--- src/rtl/mdbs_ram.sv ---
// generic single write port ram with registered read, read-first on a shared address
`default_nettype none

module mdbs_ram #(
  parameter int WIDTH = 32,
  parameter int DEPTH = 64
) (
  input  wire logic                     clk,
  input  wire logic                     we_i,
  input  wire logic [$clog2(DEPTH)-1:0] waddr_i,
  input  wire logic [WIDTH-1:0]         wdata_i,
  input  wire logic                     re_i,
  input  wire logic [$clog2(DEPTH)-1:0] raddr_i,
  output logic      [WIDTH-1:0]         rdata_o
);

  logic [WIDTH-1:0] mem_r [DEPTH];
  logic [WIDTH-1:0] rdata_r;

  // storage write
  always_ff @(posedge clk) begin
    if (we_i) begin
      mem_r[waddr_i] <= wdata_i;
    end
  end

  // registered read
  always_ff @(posedge clk) begin
    if (re_i) begin
      rdata_r <= mem_r[raddr_i];
    end
  end

  assign rdata_o = rdata_r;

endmodule

`default_nettype wire

--- config.mk ---
export PLATFORM = sky130hd
export DESIGN_NAME = mdbs_ram
export DESIGN_NICKNAME = d
export VERILOG_FILES = /design/src/rtl/mdbs_ram.sv
export SDC_FILE = /design/constraint.sdc
export NUM_CORES = 2
export LEC_CHECK = 0
export BUFFER_PORTS_ARGS = -buffer_cell sky130_fd_sc_hd__buf_4
export CAP_MARGIN = 0
export CORE_MARGIN = 2
export CORE_UTILIZATION = 40
export DETAILED_ROUTE_END_ITERATION = 7
export MAX_ROUTING_LAYER = met4
export SYNTH_ARGS = -nofsm -noshare
export SYNTH_HDL_FRONTEND = slang
export SYNTH_SLANG_ARGS = --single-unit
--- constraint.sdc ---
create_clock -name clk -period 4 [get_ports clk]
set_clock_uncertainty 0.05 [all_clocks]
set_input_delay 0.8 -clock clk [delete_from_list [all_inputs] [get_ports clk]]
set_output_delay 0.8 -clock clk [all_outputs]
set_load 0.005 [all_outputs]
==> impl_metrics.yaml <==
status:
  outcome: "finished, final reports clean"
min_path:
  hold_depth: 1
  hold_start: "wdata_i[17]"
  hold_path.class: "input pin to flip-flop"
  hold_path_end: "mem_r[48][17]$_DFFE_PP_"
synth:
  syn-cell-area_mm2: 0.0788
  syn_nets: 3371
  syn_inst: 3324
  synth_cell_types: 33
  synthTopCellsByCount: "2080 x edfxtp_1, 544 x mux4_2, 137 x nor2_1, 93 x mux2i_1, 84 x o22ai_1"
  syn_avg_cell_area_um2: 23.7
  synthTopCellsByArea: "edfxtp_1 79%, mux4_2 16%, mux2i_1 1.2%, o22ai_1 0.67%, nor2_1 0.65%"
  yosysMostFrequentCell: "edfxtp_1"
  synth-seq-cells: 2080
  synth_top_area_share_pct: 79.2
  yosysTopAreaCell: "edfxtp_1"
  synth_ff_type: "edfxtp_1"
  synth_warnings: 0
  yosysSeqAreaShare_pct: 79.2
  async_flop_share_pct: 0
  synth_edf_count: 2080
route:
  drtPass1Iterations: 5
  wl_um: 205000
  drc: 0
  drt-initial-drc-count: 4425
  viasPerCell: 5.82
  vias: 37400
  wl_per_cell_um: 31.8
  postRouteAntennaNets: 0
clocking:
  h-tree-depth: 4
  cts.sinks: 2080
  post_cts_buffers: 0
  ctsHoldBuffers: 0
  numCtsBuffers: 202
  cts.clk_slew.worst_paths_ns: 0.06
  clk_latency_ns: 0.86
  cts_tree: "yes"
  cts_root_buf: "clkbuf_16"
  cts.path.max_buffers: 3
  cts_resized: 0
placement:
  dpl-instance-area_mm2: 0.0848
  dpl.hpwl_um: 115000
  numPortBuffers: 78
  gp_congestion: 0.789
  dp_slack_ns: 0.179
  dp.cells: 6056
global_routing:
  antenna_found_initial: 10
  grt_pass1_wl_um: 287000
  first_global_vias: 37500
  overflow: 0
  grt_max_degree: 65
  grt_use_total_pct: 21.1
cells_and_area:
  regArea_mm2: 0.0625
  finalNonFillerCells: 6430
  final_layout_size_suffix_gt1_share_pct: 30.8
  fillers: 16000
  multi_input_comb_area_mm2: 0.0160
  syn_to_final_growth_pct: 15.7
  finalInstanceArea_mm2: 0.0912
  nNetsFinal: 3683
  final_util_pct: 46.7
worst_setup_path:
  crit_arrival_ns: 3.48
  cp.required_ns: 4.51
  cp-start-kind: "input pin"
  r2r_setup_slack_ns: 1.67
  cp_max_fo: 29
  rr_endpoint: "rdata_o[22]$_DFFE_PP_"
  cp-end-kind: "flip-flop"
  reg2reg_depth: 5
  critPathKind: "input pin to flip-flop"
  rr_startpoint: "mem_r[46][22]$_DFFE_PP_"
floorplanning:
  start_util_pct: 40.3
  dieArea_mm2: 0.201
  design.core.area_mm2: 0.195
  die_h_um: 448
  ios: 79
  fp.dieW_um: 448
  rows: 162
sta:
  setup_viol: 0
  maxSlewHeadroom_pct: 25.3
  rsz0062_at_grt: "false"
  fmax_ghz: 0.337
  hold_viol_final: 0
  worst_slack_ns: 1.03
  final-max-slew-violation-count: 0
  worst_pin_slew_ns: 1.12
  fin_tns_setup_ns: 0
  min_period_over_period_pct: 74.2
  min_period_ns: 2.97
pwr:
  vdd_ir_drop_max_uv: 396
  p_leak_uw: 0.0282
  power_density_mw_per_mm2: 492
run:
  drv_cap: 0
-- layout by cell type (no fill, tap or decap), types with 2 or more instances in the layout --
cell / instances
nor2_4: 62
or2_1: 2
buf_12: 71
mux4_2: 544
buf_8: 3
nand2b_1: 7
o32ai_1: 4
clkinv_1: 53
nand3_1: 5
a22oi_1: 12
inv_6: 2
diode_2: 7
a311oi_1: 8
nor2_1: 75
a21oi_1: 62
o221ai_1: 27
clkinvlp_4: 2
or3_1: 3
edfxtp_1: 2080
clkbuf_16: 202
nor2b_1: 15
and3_1: 4
nand2_1: 26
clkinv_2: 32
a41o_1: 4
inv_16: 4
or3b_2: 3
bufinv_16: 15
and2_1: 2
nand3b_1: 5
buf_4: 215
clkbuf_1: 48
nor3_1: 5
nor3_4: 2
or3b_1: 2
nand4_1: 2
o22ai_1: 84
clkinv_16: 3
clkinv_8: 6
mux2i_1: 93
-- final cells by class --
| type | count | area share (%) |
|---|---|---|
| multi-input cells | 1062 | 17.5 |
| clock inverters | 117 | 1.22 |
| flip-flops and latches | 2080 | 68.5 |
| well taps | 2624 | 3.60 |
| diodes | 7 | 0.0192 |
| clock buffers | 250 | 5.74 |
| repair buffers | 290 | 3.39 |
-- logic make-up (layout without fill, tap and decap cells) --
family | after synthesis | in the layout | synth area share [%]
AOI/OAI and AO/OA | 202 | 202 | 1.67
buffers and inverters | 182 | 657 | 1.12
DFF | 2080 | 2080 | 79.2
muxes | 637 | 637 | 16.7
other | 0 | 7 | 0
and+or+nand+nor | 223 | 223 | 1.26
-- power by group --
group | internal, µW | switching, µW | leakage [µW]
Clock | 10300 | 8090 | 0.00309
Combinational | 891 | 1360 | 0.00636
Sequential | 24200 | 90.0 | 0.0187
Total | 35300 | 9540 | 0.0282
-- through the flow --
stage / power, µW / hold WS, ns
after detailed placement: 27000 / 0.771
after floorplan: 25900 / 0.700
after global routing: 46200 / 0.448
after global placement: 27000 / 0.748
final: 44900 / 0.437
after CTS: 45300 / 0.394
-- per-layer routing --
layer / global-route usage (%) / vias up / routed length [µm]
met5: - / - / 0
met3: 3.17 / 251 / 15500
li1: - / 14900 / -
met4: 6.17 / 0 / 5590
met2: 32.8 / 1585 / 99400
met1: 29.0 / 20600 / 84200
-- worst max-delay path by stage --
stage,to,slack [ns],start
3_3_place_gp,rdata_o[7]$_DFFE_PP_,0.14,raddr_i[0]
5_1_grt,rdata_o[22]$_DFFE_PP_,1.0,raddr_i[0]
2_1_floorplan,mem_r[39][0]$_DFFE_PP_,0.50,waddr_i[5]
3_5_place_dp,rdata_o[22]$_DFFE_PP_,0.18,raddr_i[0]
6_report,rdata_o[22]$_DFFE_PP_,1.03,raddr_i[0]
4_1_cts,rdata_o[22]$_DFFE_PP_,1.10,raddr_i[0]
-- state kept, by name, summed over array words and instances (netlist names) --
name,cells
rdata_o,32
mem_r,2048
-- worst max-delay path, cell delays in order --
cell and delay, ns:
buf_8 0.32, buf_12 0.34, buf_12 0.22, mux4_2 0.51, mux2i_1 0.26, a21oi_1 0.21
a21oi_1 0.57, nor2_1 0.13
Note: power is estimated with default switching activity, not from simulation.
