$ cat config.mk
export PLATFORM = sky130hd
export DESIGN_NAME = mdbs_seq
export DESIGN_NICKNAME = d
export VERILOG_FILES = /design/src/rtl/mdbs_pkg.sv /design/src/rtl/mdbs_seq.sv
export SDC_FILE = /design/constraint.sdc
export NUM_CORES = 1
export LEC_CHECK = 0
export ABC_AREA = 0
export CORE_AREA = 4 4 41 43
export CTS_CLUSTER_SIZE = 8
export DETAILED_ROUTE_END_ITERATION = 6
export DIE_AREA = 0 0 45 47
export DONT_BUFFER_PORTS = 1
export PLACE_DENSITY = 0.81
export SETUP_SLACK_MARGIN = 0.1
export SLEW_MARGIN = 20
export SYNTH_ARGS = -nofsm -noshare
export SYNTH_HDL_FRONTEND = slang
export SYNTH_SLANG_ARGS = --single-unit
$ cat constraint.sdc
create_clock -name clk -period 3.6 [get_ports clk]
set_clock_uncertainty 0.15 [all_clocks]
set_input_delay 0.54 -clock clk [delete_from_list [all_inputs] [get_ports clk]]
set_output_delay 0.54 -clock clk [all_outputs]
set_load 0.1 [all_outputs]
$ cat src/rtl/mdbs_pkg.sv
// shared constants, control word types and microprogram of the dual shelf biquad
`default_nettype none

package mdbs_pkg;

  // sizes of the datapath
  localparam int CHANNELS       = 8;
  localparam int CH_W           = 3;
  localparam int SAMPLE_BITS    = 24;
  localparam int COEF_FRAC_BITS = 16;
  localparam int COEF_W         = COEF_FRAC_BITS + 5;
  localparam int GAIN_W         = 17;
  localparam int GAIN_FRAC_BITS = 16;
  localparam int WORD_W         = 32;
  localparam int WORDS_PER_CH   = 8;
  localparam int WIDX_W         = 3;
  localparam int MEM_DEPTH      = CHANNELS * WORDS_PER_CH;
  localparam int MEM_AW         = CH_W + WIDX_W;
  localparam int MUL_W          = WORD_W + COEF_W;
  localparam int ACC_W          = MUL_W + 3;
  localparam int ACT_W          = 4;
  localparam int FF_W           = 3 * COEF_W;
  localparam int FB_W           = 2 * COEF_W;
  localparam int TD_W           = ((CH_W + SAMPLE_BITS + 7) / 8) * 8;
  localparam int CFG_DW         = 64;
  localparam int CFG_AW         = 6;
  localparam int PC_W           = 4;

  // register indexes on the configuration port
  typedef enum logic [2:0] {
    REG_BYPASS = 3'd0,
    REG_ACTIVE = 3'd1,
    REG_GAIN   = 3'd2,
    REG_LFF    = 3'd3,
    REG_LFB    = 3'd4,
    REG_HFF    = 3'd5,
    REG_HFB    = 3'd6
  } reg_idx_t;

  // delay word places inside a channel row
  localparam logic [WIDX_W-1:0] WD_LX1 = WIDX_W'(0);
  localparam logic [WIDX_W-1:0] WD_LX2 = WIDX_W'(1);
  localparam logic [WIDX_W-1:0] WD_LY1 = WIDX_W'(2);
  localparam logic [WIDX_W-1:0] WD_LY2 = WIDX_W'(3);
  localparam logic [WIDX_W-1:0] WD_HX1 = WIDX_W'(4);
  localparam logic [WIDX_W-1:0] WD_HX2 = WIDX_W'(5);
  localparam logic [WIDX_W-1:0] WD_HY1 = WIDX_W'(6);
  localparam logic [WIDX_W-1:0] WD_HY2 = WIDX_W'(7);

  // multiplier operand selects
  typedef enum logic [1:0] {
    A_SMP = 2'd0,
    A_V   = 2'd1,
    A_RD  = 2'd2
  } asel_t;

  typedef enum logic [2:0] {
    B_GAIN = 3'd0,
    B_B0   = 3'd1,
    B_B1   = 3'd2,
    B_B2   = 3'd3,
    B_A1   = 3'd4,
    B_A2   = 3'd5
  } bsel_t;

  // accumulator operation on the registered product
  typedef enum logic [1:0] {
    ACC_NOP  = 2'd0,
    ACC_LOAD = 2'd1,
    ACC_ADD  = 2'd2,
    ACC_SUB  = 2'd3
  } accop_t;

  // delay memory write data selects
  typedef enum logic [1:0] {
    W_RD  = 2'd0,
    W_V   = 2'd1,
    W_RND = 2'd2
  } wsel_t;

  // sequencing of the step counter
  typedef enum logic [1:0] {
    NX_NEXT    = 2'd0,
    NX_PASSCHK = 2'd1,
    NX_DONE    = 2'd2
  } nx_t;

  typedef struct packed {
    logic              rd_en;
    logic [WIDX_W-1:0] rd_word;
    logic              mul_en;
    asel_t             a_sel;
    bsel_t             b_sel;
    logic              hi;
    accop_t            acc_op;
    logic              rnd_en;
    logic              rnd_gain;
    logic              wr_en;
    logic [WIDX_W-1:0] wr_word;
    wsel_t             w_sel;
    nx_t               nx;
  } ctl_t;

  // sequencer to datapath
  typedef struct packed {
    logic busy;
    logic go;
    logic fin;
    ctl_t ctl;
  } seq_t;

  localparam ctl_t CTL_NOP = '{
    rd_en: 1'b0, rd_word: WD_LX1, mul_en: 1'b0, a_sel: A_SMP, b_sel: B_GAIN,
    hi: 1'b0, acc_op: ACC_NOP, rnd_en: 1'b0, rnd_gain: 1'b0, wr_en: 1'b0,
    wr_word: WD_LX1, w_sel: W_RD, nx: NX_NEXT
  };

  // microprogram: preamp, low shelf, high shelf, output
  function automatic ctl_t ucode(input logic [PC_W-1:0] pc);
    ctl_t c;
    c = CTL_NOP;
    case (pc)
      4'd0: begin
        c.rd_en = 1'b1; c.rd_word = WD_LX1;
        c.mul_en = 1'b1; c.a_sel = A_SMP; c.b_sel = B_GAIN;
        c.nx = NX_PASSCHK;
      end
      4'd1: begin
        c.rd_en = 1'b1; c.rd_word = WD_LX2;
        c.mul_en = 1'b1; c.a_sel = A_RD; c.b_sel = B_B1;
        c.acc_op = ACC_LOAD;
        c.wr_en = 1'b1; c.wr_word = WD_LX2; c.w_sel = W_RD;
      end
      4'd2: begin
        c.mul_en = 1'b1; c.a_sel = A_RD; c.b_sel = B_B2;
        c.acc_op = ACC_LOAD;
        c.rnd_en = 1'b1; c.rnd_gain = 1'b1;
      end
      4'd3: begin
        c.rd_en = 1'b1; c.rd_word = WD_LY1;
        c.mul_en = 1'b1; c.a_sel = A_V; c.b_sel = B_B0;
        c.acc_op = ACC_ADD;
        c.wr_en = 1'b1; c.wr_word = WD_LX1; c.w_sel = W_V;
      end
      4'd4: begin
        c.rd_en = 1'b1; c.rd_word = WD_LY2;
        c.mul_en = 1'b1; c.a_sel = A_RD; c.b_sel = B_A1;
        c.acc_op = ACC_ADD;
        c.wr_en = 1'b1; c.wr_word = WD_LY2; c.w_sel = W_RD;
      end
      4'd5: begin
        c.rd_en = 1'b1; c.rd_word = WD_HX1;
        c.mul_en = 1'b1; c.a_sel = A_RD; c.b_sel = B_A2;
        c.acc_op = ACC_SUB;
      end
      4'd6: begin
        c.rd_en = 1'b1; c.rd_word = WD_HX2;
        c.mul_en = 1'b1; c.a_sel = A_RD; c.b_sel = B_B1; c.hi = 1'b1;
        c.acc_op = ACC_SUB;
        c.wr_en = 1'b1; c.wr_word = WD_HX2; c.w_sel = W_RD;
      end
      4'd7: begin
        c.rd_en = 1'b1; c.rd_word = WD_HY1;
        c.mul_en = 1'b1; c.a_sel = A_RD; c.b_sel = B_B2; c.hi = 1'b1;
        c.acc_op = ACC_LOAD;
        c.rnd_en = 1'b1;
        c.wr_en = 1'b1; c.wr_word = WD_LY1; c.w_sel = W_RND;
      end
      4'd8: begin
        c.rd_en = 1'b1; c.rd_word = WD_HY2;
        c.mul_en = 1'b1; c.a_sel = A_RD; c.b_sel = B_A1; c.hi = 1'b1;
        c.acc_op = ACC_ADD;
        c.wr_en = 1'b1; c.wr_word = WD_HY2; c.w_sel = W_RD;
      end
      4'd9: begin
        c.mul_en = 1'b1; c.a_sel = A_RD; c.b_sel = B_A2; c.hi = 1'b1;
        c.acc_op = ACC_SUB;
        c.wr_en = 1'b1; c.wr_word = WD_HX1; c.w_sel = W_V;
      end
      4'd10: begin
        c.mul_en = 1'b1; c.a_sel = A_V; c.b_sel = B_B0; c.hi = 1'b1;
        c.acc_op = ACC_SUB;
      end
      4'd11: begin
        c.acc_op = ACC_ADD;
      end
      4'd12: begin
        c.rnd_en = 1'b1;
        c.wr_en = 1'b1; c.wr_word = WD_HY1; c.w_sel = W_RND;
      end
      4'd13: begin
        c.nx = NX_DONE;
      end
      default: begin
        c.nx = NX_DONE;
      end
    endcase
    return c;
  endfunction

endpackage

`default_nettype wire

$ cat src/rtl/mdbs_seq.sv
// microcode sequencer: step counter, control store and finish/stall decision
`default_nettype none

module mdbs_seq import mdbs_pkg::*; (
  input  wire logic clk,
  input  wire logic rst_n,
  input  wire logic start_i,
  input  wire logic pass_i,
  input  wire logic hold_i,
  output seq_t      seq_o
);

  typedef enum logic [1:0] {
    ST_IDLE = 2'b01,
    ST_RUN  = 2'b10
  } seq_state_t;

  seq_state_t      state_r, state_nxt;
  logic [PC_W-1:0] pc_r, pc_nxt;
  ctl_t            ctl;
  logic            fin;
  logic            go;

  // control word of the current step
  assign ctl = ucode(pc_r);
  assign fin = (ctl.nx == NX_DONE) || ((ctl.nx == NX_PASSCHK) && pass_i);
  assign go  = (state_r == ST_RUN) && !(fin && hold_i);

  // next step
  always_comb begin
    state_nxt = state_r;
    pc_nxt    = pc_r;
    case (state_r)
      ST_IDLE: begin
        if (start_i) begin
          state_nxt = ST_RUN;
          pc_nxt    = '0;
        end
      end
      ST_RUN: begin
        if (go) begin
          if (fin) begin
            state_nxt = ST_IDLE;
          end else begin
            pc_nxt = pc_r + PC_W'(1);
          end
        end
      end
      default: begin
        state_nxt = ST_IDLE;
      end
    endcase
  end

  always_ff @(posedge clk) begin
    if (!rst_n) begin
      state_r <= ST_IDLE;
      pc_r    <= '0;
    end else begin
      state_r <= state_nxt;
      pc_r    <= pc_nxt;
    end
  end

  assign seq_o = '{busy: (state_r == ST_RUN), go: go, fin: fin, ctl: ctl};

endmodule

`default_nettype wire
==> metrics.md, run 1 <==
| Metric | Value |
|---|---|
| Net Count, Synth | 117 |
| Std-Cell Rows | 13 |
| R2R Setup Slk | 1.24 ns |
| Antenna Nets Post-Route | 0 |
| Cell Pwr Density | 167.2 mW/mm^2 |
| Synth top area cells | dfxtp_1 (16%), a21oi_1 (7.8%), ha_1 (6.5%) |
| Largest net degree at the start of global routing | 25 |
| Overall routed net length | 2408 um |
| TritonCTS clock tree | yes |
| Area of the multi-input gates | 626.9 um^2 |
| Layout cell share with drive strength beyond 1 | 42.86% |
| Post-DP Area | 0.001040 mm^2 |
| MaxCap Viol Count | 0 |
| Fmax | 335.8 MHz |
| WL per Instance | 17.08 um |
| GRT overflow | 0 |
| Post-CTS Setup Inserts | 0 |
| Root Driver | clkbuf_4 |
| Initial antenna violation count | 0 |
| Vias in the first global route | 829 |
| Worst path required time | 2.91 ns |
| Final Util | 81.63% |
| Critical setup path kind | reg2out |
| Slowest cell on the critical path | or3_1 |
| Fin crit share | 82.73% |
| Static Leakage | 0.4487 nW |
| Crit path buf inv count | 4 |
| Status | complete, no violations |
| Register Area | 120.1 um^2 |
| Number of distinct library cells after synthesis | 40 |
| Buffers on Ports | 0 |
| CTS Buf Count | 3 |
| Mapped Cells | 108 |
| Clock Sinks | 6 |
| Post-CTS Resized | 0 |
| Yosys warns | 0 |
| Min Tclk post-route | 2.978 ns |
| Worst flop-to-flop path endpoint | pc_r[3]$_SDFFE_PN0P_ |
| Core box area | 0.001301 mm^2 |
| Final Hold Fails | 0 |
| Post-DP HPWL | 1841 um |
| Synth Register Bits | 6 |
| Boundary Pins | 31 |
| Filler cells | 84 |
| Nets | 137 |
| Antenna cells | 0 |
| Critical path endpoint category | output port |
| Area delta synth->final | 38.50% |
| Hold_buf cts | 0 |
| Initial Util | 58.94% |
| First-pass GRT wire length | 3808 um |
| CP max stage delay | 0.44 ns |
| Largest fanout on the critical path | 11 |
| Cells along the critical path | inv_1 -> ha_1 -> inv_2 -> nor3_4 -> buf_4 -> or3_1 -> buf_12 |
| Mapped Area | 767.0 um^2 |
| Synth top area share | 15.66% |
| RSZ-0062 raised after global routing | no |
| Vert. Die Dim | 47 um |
| DRT Pass-1 Iters | 4 |
| Slew Limit Fails | 0 |
| Die ar. | 0.002115 mm^2 |
| Setup violators final | 0 |
| Hold Slack | 0.2459 ns |
| Design Area, Final | 0.001062 mm^2 |
| Worst Hold Path EP | state_r[0]$_SDFFE_PN1P_ |
| R2R Path Start | pc_r[0]$_SDFFE_PN0P_ |
| Syn_area_per_cell | 7.102 um^2 |
| CP top delay family | buffers and inverters |
| Critical Path Start Type | flop |
| Die span in x | 45 um |
| Worst VDD drop | 0.1710 mV |
| Hold path depth | 1 |
| WP data arrival | 2.29 ns |
| Area leader, netlist | dfxtp_1 |
| Tightest Hold Check Type | in2reg |
| R2R cell count | 8 |
| Gr usage total | 24.74% |
| Via count | 939 |
| Clk_lat worst skew | 0.26 ns |
| Routability cong. | 0.8201 |
| Clock-pin slew on the worst setup and hold paths | 0.06 ns |
| Residual DRC count | 0 |
| Vias per inst | 6.660 |
| Initial drt markers | 69 |
| Clock tree buffer depth | 2 |
| Hold Startpoint | rst_n |
| Max_slew headroom | 44.26% |
| H-tree depth | 1 |
| Slew @ Worst Pin | 0.8350 ns |
| Sequential cell area fraction in the yosys report | 15.66% |
-- power breakdown --
group          internal, mW  switching (mW)  total [mW]
clock network        0.0380          0.0289      0.0669
registers            0.0685         0.00134      0.0699
logic                0.0104          0.0305      0.0408
total                 0.117          0.0607       0.178
-- cell families after synthesis --
group | count (synthesis) | share of synthesized area [%]
flip-flops | 6 | 15.66
multiplexers | 2 | 2.610
AO/OA/AOI/OAI | 34 | 28.71
buffers and inverters | 20 | 13.05
AND/OR/NAND/NOR | 42 | 33.45
adder cells (fa/ha/maj) | 4 | 6.526
-- area by class of cell --
type	instances	share of cell area [%]
Tap cell	15	1.767
Inverter	7	2.473
Timing Repair Buffer	28	23.32
Clock buffer	3	2.120
Multi-Input combinational cell	82	59.01
Sequential cell	6	11.31
-- routing by layer --
metal / wire (um) / share of wire (%) / vias to the layer above / GRT usage, %
met3: 209 / 8.7 / 17 / 4.598
met5: 0 / 0 / - / 0
met4: 85 / 3.5 / 0 / 14.04
met1: 910 / 38 / 422 / 27.59
li1: - / - / 432 / -
met2: 1202 / 50 / 68 / 44.07
-- cells in the mapped netlist, drive strengths merged --
library cell,n
nand4bb,1
a21oi,13
or4,2
nand4b,1
a22oi,2
buf,10
inv,7
nor3,3
nand3b,3
o311ai,1
clkbuf,3
nand2,9
o31ai,1
nand3,2
dfxtp,6
o21ai,3
mux2i,2
or2,1
nand2b,5
o311a,3
a31oi,1
o22ai,5
or3,1
nor2,7
nand4,5
and2,1
a21boi,2
ha,4
a211oi,1
o211ai,2
and3b,1
-- worst register-to-register path, stage by stage, from the launching register on --
cell and delay (ns):
dfxtp_1 0.43, inv_1 0.10, ha_1 0.35, or4_4 0.55
nand2_2 0.10, a21oi_2 0.06, inv_1 0.09, buf_4 0.30
o211ai_1 0.14
-- state kept, by name (all words and copies together) (netlist names) --
signal	cells
pc_r	4
state_r	2
-- how the worst max path moves through the flow --
stage                     cells past startpoint  slack, ns         to                 start
after floorplan                               6      -0.39  seq_o[17]  pc_r[0]$_SDFFE_PN0P_
after global placement                        7       0.98  seq_o[18]  pc_r[0]$_SDFFE_PN0P_
after detailed placement                      7       0.93  seq_o[18]  pc_r[0]$_SDFFE_PN0P_
after CTS                                     7       0.64  seq_o[18]  pc_r[0]$_SDFFE_PN0P_
after global routing                          7       0.55  seq_o[18]  pc_r[0]$_SDFFE_PN0P_
final                                         7       0.62  seq_o[18]  pc_r[0]$_SDFFE_PN0P_
-- stage by stage --
step,setup TNS [ns],instances,power [mW],worst slack [ns]
after global routing,0,141,0.1825,0.5477
after global placement,0,138,0.1105,0.9772
after floorplan,-0.6238,108,0.1051,-0.3934
after detailed placement,0,138,0.1117,0.9304
after CTS,0,141,0.1789,0.6361
final,0,141,0.1776,0.6217
-- placed cells by master, fill, tap and decap left out, types with 2 or more instances in the layout --
cell type,netlist,routed
buf_4,3,25
nand2_1,8,8
nor2_1,7,7
a21oi_2,1,7
inv_1,6,6
a21oi_1,12,6
dfxtp_1,6,6
nand2b_1,5,5
o22ai_2,0,5
nand4_1,4,4
ha_1,4,4
o311a_1,3,3
nand3b_1,3,3
clkbuf_4,0,3
buf_12,0,3
o21ai_2,0,2
nor3_1,2,2
a21boi_2,0,2
mux2i_1,2,2
nand3_1,2,2
o211ai_1,2,2
No activity file was read; power rests on OpenSTA's default activity.
==> run 2: changes to the inputs <==
Settings changed: CORE_AREA 4 4 41 43 to not set, CORE_MARGIN set to 4, CORE_UTILIZATION set to 55, DIE_AREA 0 0 45 47 to not set.
Clock period 3.6 ns to 2.5 ns, I/O delays scaled along.
==> metrics.md, run 2 <==
| Metric | Value |
|---|---|
| Die span in x | 45.35 um (was 45 um) |
| Std-Cell Rows | 13 (unchanged) |
| Synth top area share | 15.66% (unchanged) |
| Commonest cells post-synth | a21oi_1 (12), nand2_1 (8), nor2_1 (7) (unchanged) |
| Log Error | [ERROR DPL-0038] Utilization greater than 100%, impossible to legalize |
| Most frequent cell after synthesis | a21oi_1 (unchanged) |
| EDFF count, synth | 0 (unchanged) |
| Post-Synth Adder-Cell Area | 6.525% (unchanged) |
| Mux contribution to synthesized area | 2.610% (unchanged) |
| Post-Synth XOR/XNOR Area | 0% (unchanged) |
| Synth top area cells | dfxtp_1 (16%), a21oi_1 (7.8%), ha_1 (6.5%) (unchanged) |
| Primary FF master, synth | dfxtp_1 (unchanged) |
| Syn_area_per_cell | 7.102 um^2 (unchanged) |
| Boundary Pins | 31 (unchanged) |
| Routability cong. | 0.8582 (was 0.8201) |
| Yosys warns | 0 (unchanged) |
| Failing step | detailed placement (3_5_place_dp) |
| Vert. Die Dim | 45.35 um (was 47 um) |
| Mapped Area | 767.0 um^2 (unchanged) |
| Mapped Cells | 108 (unchanged) |
| Net Count, Synth | 117 (unchanged) |
| Area leader, netlist | dfxtp_1 (unchanged) |
| Status | stopped before the end (was complete, no violations) |
| Number of distinct library cells after synthesis | 40 (unchanged) |
| Largest family of logic cells by synthesized area | simple AND/OR/NAND/NOR gates (unchanged) |
| Async S/R FF share, synth | 0% (unchanged) |
| Sequential cell area fraction in the yosys report | 15.66% (unchanged) |
| Synth Register Bits | 6 (unchanged) |
| Initial Util | 58.94% (unchanged) |
| Buffers on Ports | 0 (unchanged) |
| Compound-Gate Fraction of Synth Area | 28.71% (unchanged) |
| Post-synthesis simple-gate area fraction | 33.44% (unchanged) |
[run 2: cell counts after synthesis]
Identical to the previous run, type by type.
[run 2: logic make-up after synthesis]
kind of cell,after synthesis
adders and majority gates,4
and+or+nand+nor,42
AOI/OAI and AO/OA,34
buffers and inverters,20
DFF,6
muxes,2
[run 2: per-stage QoR]
stage | cells | hold WS (ns) | instance area [um^2] | TNS (ns) | worst slack, ns
floorplan | 108 | 0.3238 | 925.9 | -1.064 | -0.4117
global placement | 142 | 0.3152 | 1314 | 0 | 0.2695
==> run 3: changes to the inputs <==
Settings changed: CORE_AREA set to 4 4 65 67, CORE_MARGIN 4 to not set, CORE_UTILIZATION 55 to not set, CTS_CLUSTER_SIZE 8 to not set, DIE_AREA set to 0 0 69 71, PLACE_DENSITY 0.81 to not set, PLACE_DENSITY_LB_ADDON set to 0.15, SETUP_SLACK_MARGIN 0.1 to not set.
Clock period 2.5 ns to 3.25 ns, I/O delays scaled along.
==> metrics.md, run 3 (synthesis results as in run 1) <==
| Metric | Value |
|---|---|
| Status | complete, no violations (was stopped before the end) |
| Core box area | 0.003633 mm^2 |
| Setup violators final | 0 |
| Biggest regs | pc_r x4, state_r x2 |
| Hold_buf cts | 0 |
| Gr usage total | 9.176% |
| CP max stage delay | 0.49 ns |
| Overall routed net length | 2290 um |
| Max reg flops | 4 |
| Vias per inst | 4.844 |
| Fin worst setup slack | 0.3387 ns |
| Initial drt markers | 51 |
| Largest net degree at the start of global routing | 29 |
| Slew @ Worst Pin | 0.9327 ns |
| Worst path required time | 2.61 ns |
| Pre-CTS setup slack | 0.5802 ns |
| CTS Buf Count | 3 |
| Antenna cells | 0 |
| Post-DP Area | 0.001082 mm^2 |
| Register Area | 120.1 um^2 |
| Root Driver | clkbuf_8 |
| Vias in the first global route | 785 |
| MaxCap Viol Count | 0 |
| Cells along the critical path | inv_1 -> ha_1 -> inv_2 -> o21ai_0 -> o311a_1 -> or3_2 -> buf_12 |
| Tightest Hold Check Type | in2reg |
| Clock-pin slew on the worst setup and hold paths | 0.04 ns |
| Critical path endpoint category | output port |
| TritonCTS clock tree | yes |
| Hold Slack | 0.2059 ns |
| Post-CTS Setup Inserts | 0 |
| Nets | 136 |
| Buffers on Ports | 0 (unchanged) |
| Global routing usage on met1 | 12.00% |
| Global-route met2 utilization | 14.83% |
| Static Leakage | 0.4496 nW |
| Largest fanout on the critical path | 11 |
| Area delta synth->final | 46.49% |
| WP data arrival | 2.27 ns |
| First-pass GRT wire length | 3788 um |
| Vert. Die Dim | 71 um (was 45.35 um) |
| Clk_lat worst skew | 0.22 ns |
| CP top delay family | simple AND/OR/NAND/NOR gates |
| GRT overflow | 0 |
| Filler cells | 400 |
| Slew Limit Fails | 0 |
| Crit path buf inv count | 3 |
| Met3 GRT Util | 1.563% |
| Die ar. | 0.004899 mm^2 |
| Cell Pwr Density | 205.5 mW/mm^2 |
| Std-Cell Rows | 22 (was 13) |
| RSZ-0062 raised after global routing | no |
| Design Area, Final | 0.001124 mm^2 |
| H-tree depth | 1 |
| Initial Util | 21.11% (was 58.94%) |
| Worst VDD drop | 0.1518 mV |
| WL per Instance | 13.24 um |
| Clock Sinks | 6 |
| Boundary Pins | 31 (unchanged) |
| Critical Path Start Type | flop |
| Antenna Nets Post-Route | 0 |
| Post-CTS Resized | 0 |
| Worst setup path startpoint | pc_r[0]$_SDFFE_PN0P_ |
| Final Hold Fails | 0 |
| Hold Startpoint | rst_n |
| Most frequent cells in the layout | buf_4 (24), nand2_1 (8), nor2_1 (7), a21oi_2 (7) |
| Register with the most flip-flops | pc_r |
| Via count | 838 |
| Initial antenna violation count | 0 |
| Max_slew headroom | 37.75% |
| Final Util | 30.92% |
| R2R Path Start | pc_r[1]$_SDFFE_PN0P_ |
| Fin crit share | 89.58% |
| Fmax | 343.5 MHz |
| Routability cong. | 0.8408 (was 0.8582) |
| Min Tclk post-route | 2.911 ns |
| Slowest cell on the critical path | or3_2 |
| Area of the multi-input gates | 635.6 um^2 |
| Most common cell after layout, fill and taps aside | buf_4 |
| DRT Pass-1 Iters | 4 |
| Layout cell share with drive strength beyond 1 | 43.20% |
| Die span in x | 69 um (was 45.35 um) |
| Clock tree buffer depth | 2 |
| Grt peak-use layer | met2 |
| Critical setup path kind | reg2out |
| Residual DRC count | 0 |
| Post-DP HPWL | 1773 um |
[run 3: routing by layer]
metal | vias to the layer above | wire length (um)
met1 | 387 | 1087
met5 | - | 0
met3 | 4 | 101
li1 | 428 | -
met4 | 0 | 27
met2 | 19 | 1074
[run 3: cell type report]
| cell class | count | area share [%] |
|---|---|---|
| sequential | 6 | 10.69 |
| tap | 48 | 5.345 |
| timing repair buffer | 27 | 21.38 |
| inverter | 7 | 2.339 |
| multi-input combinational | 82 | 56.57 |
| clock buffer | 3 | 3.675 |
[run 3: stage by stage]
stage / power [mW] / setup TNS [ns] / cells
detailed placement: 0.1230 / 0 / 170
floorplan: 0.1166 / -0.1081 / 108
global route: 0.2412 / 0 / 173
finish: 0.2309 / 0 / 173
CTS: 0.2341 / 0 / 173
global placement: 0.1228 / 0 / 170
[run 3: power by group]
part / internal [mW] / leakage (nW) / total, mW / switching [mW]
registers: 0.0763 / 0.0487 / 0.0776 / 0.00130
clock network: 0.0794 / 0.0216 / 0.109 / 0.0298
logic: 0.0111 / 0.379 / 0.0442 / 0.0331
total: 0.167 / 0.450 / 0.231 / 0.0641
[run 3: worst paths after layout]
kind | slack, ns | cells past startpoint | to
max | 0.34 | 7 | seq_o[18]
min | 0.21 | 1 | state_r[0]$_SDFFE_PN1P_
max reg2reg | 0.84 | 8 | pc_r[3]$_SDFFE_PN0P_
min reg2reg | 0.43 | 2 | pc_r[0]$_SDFFE_PN0P_
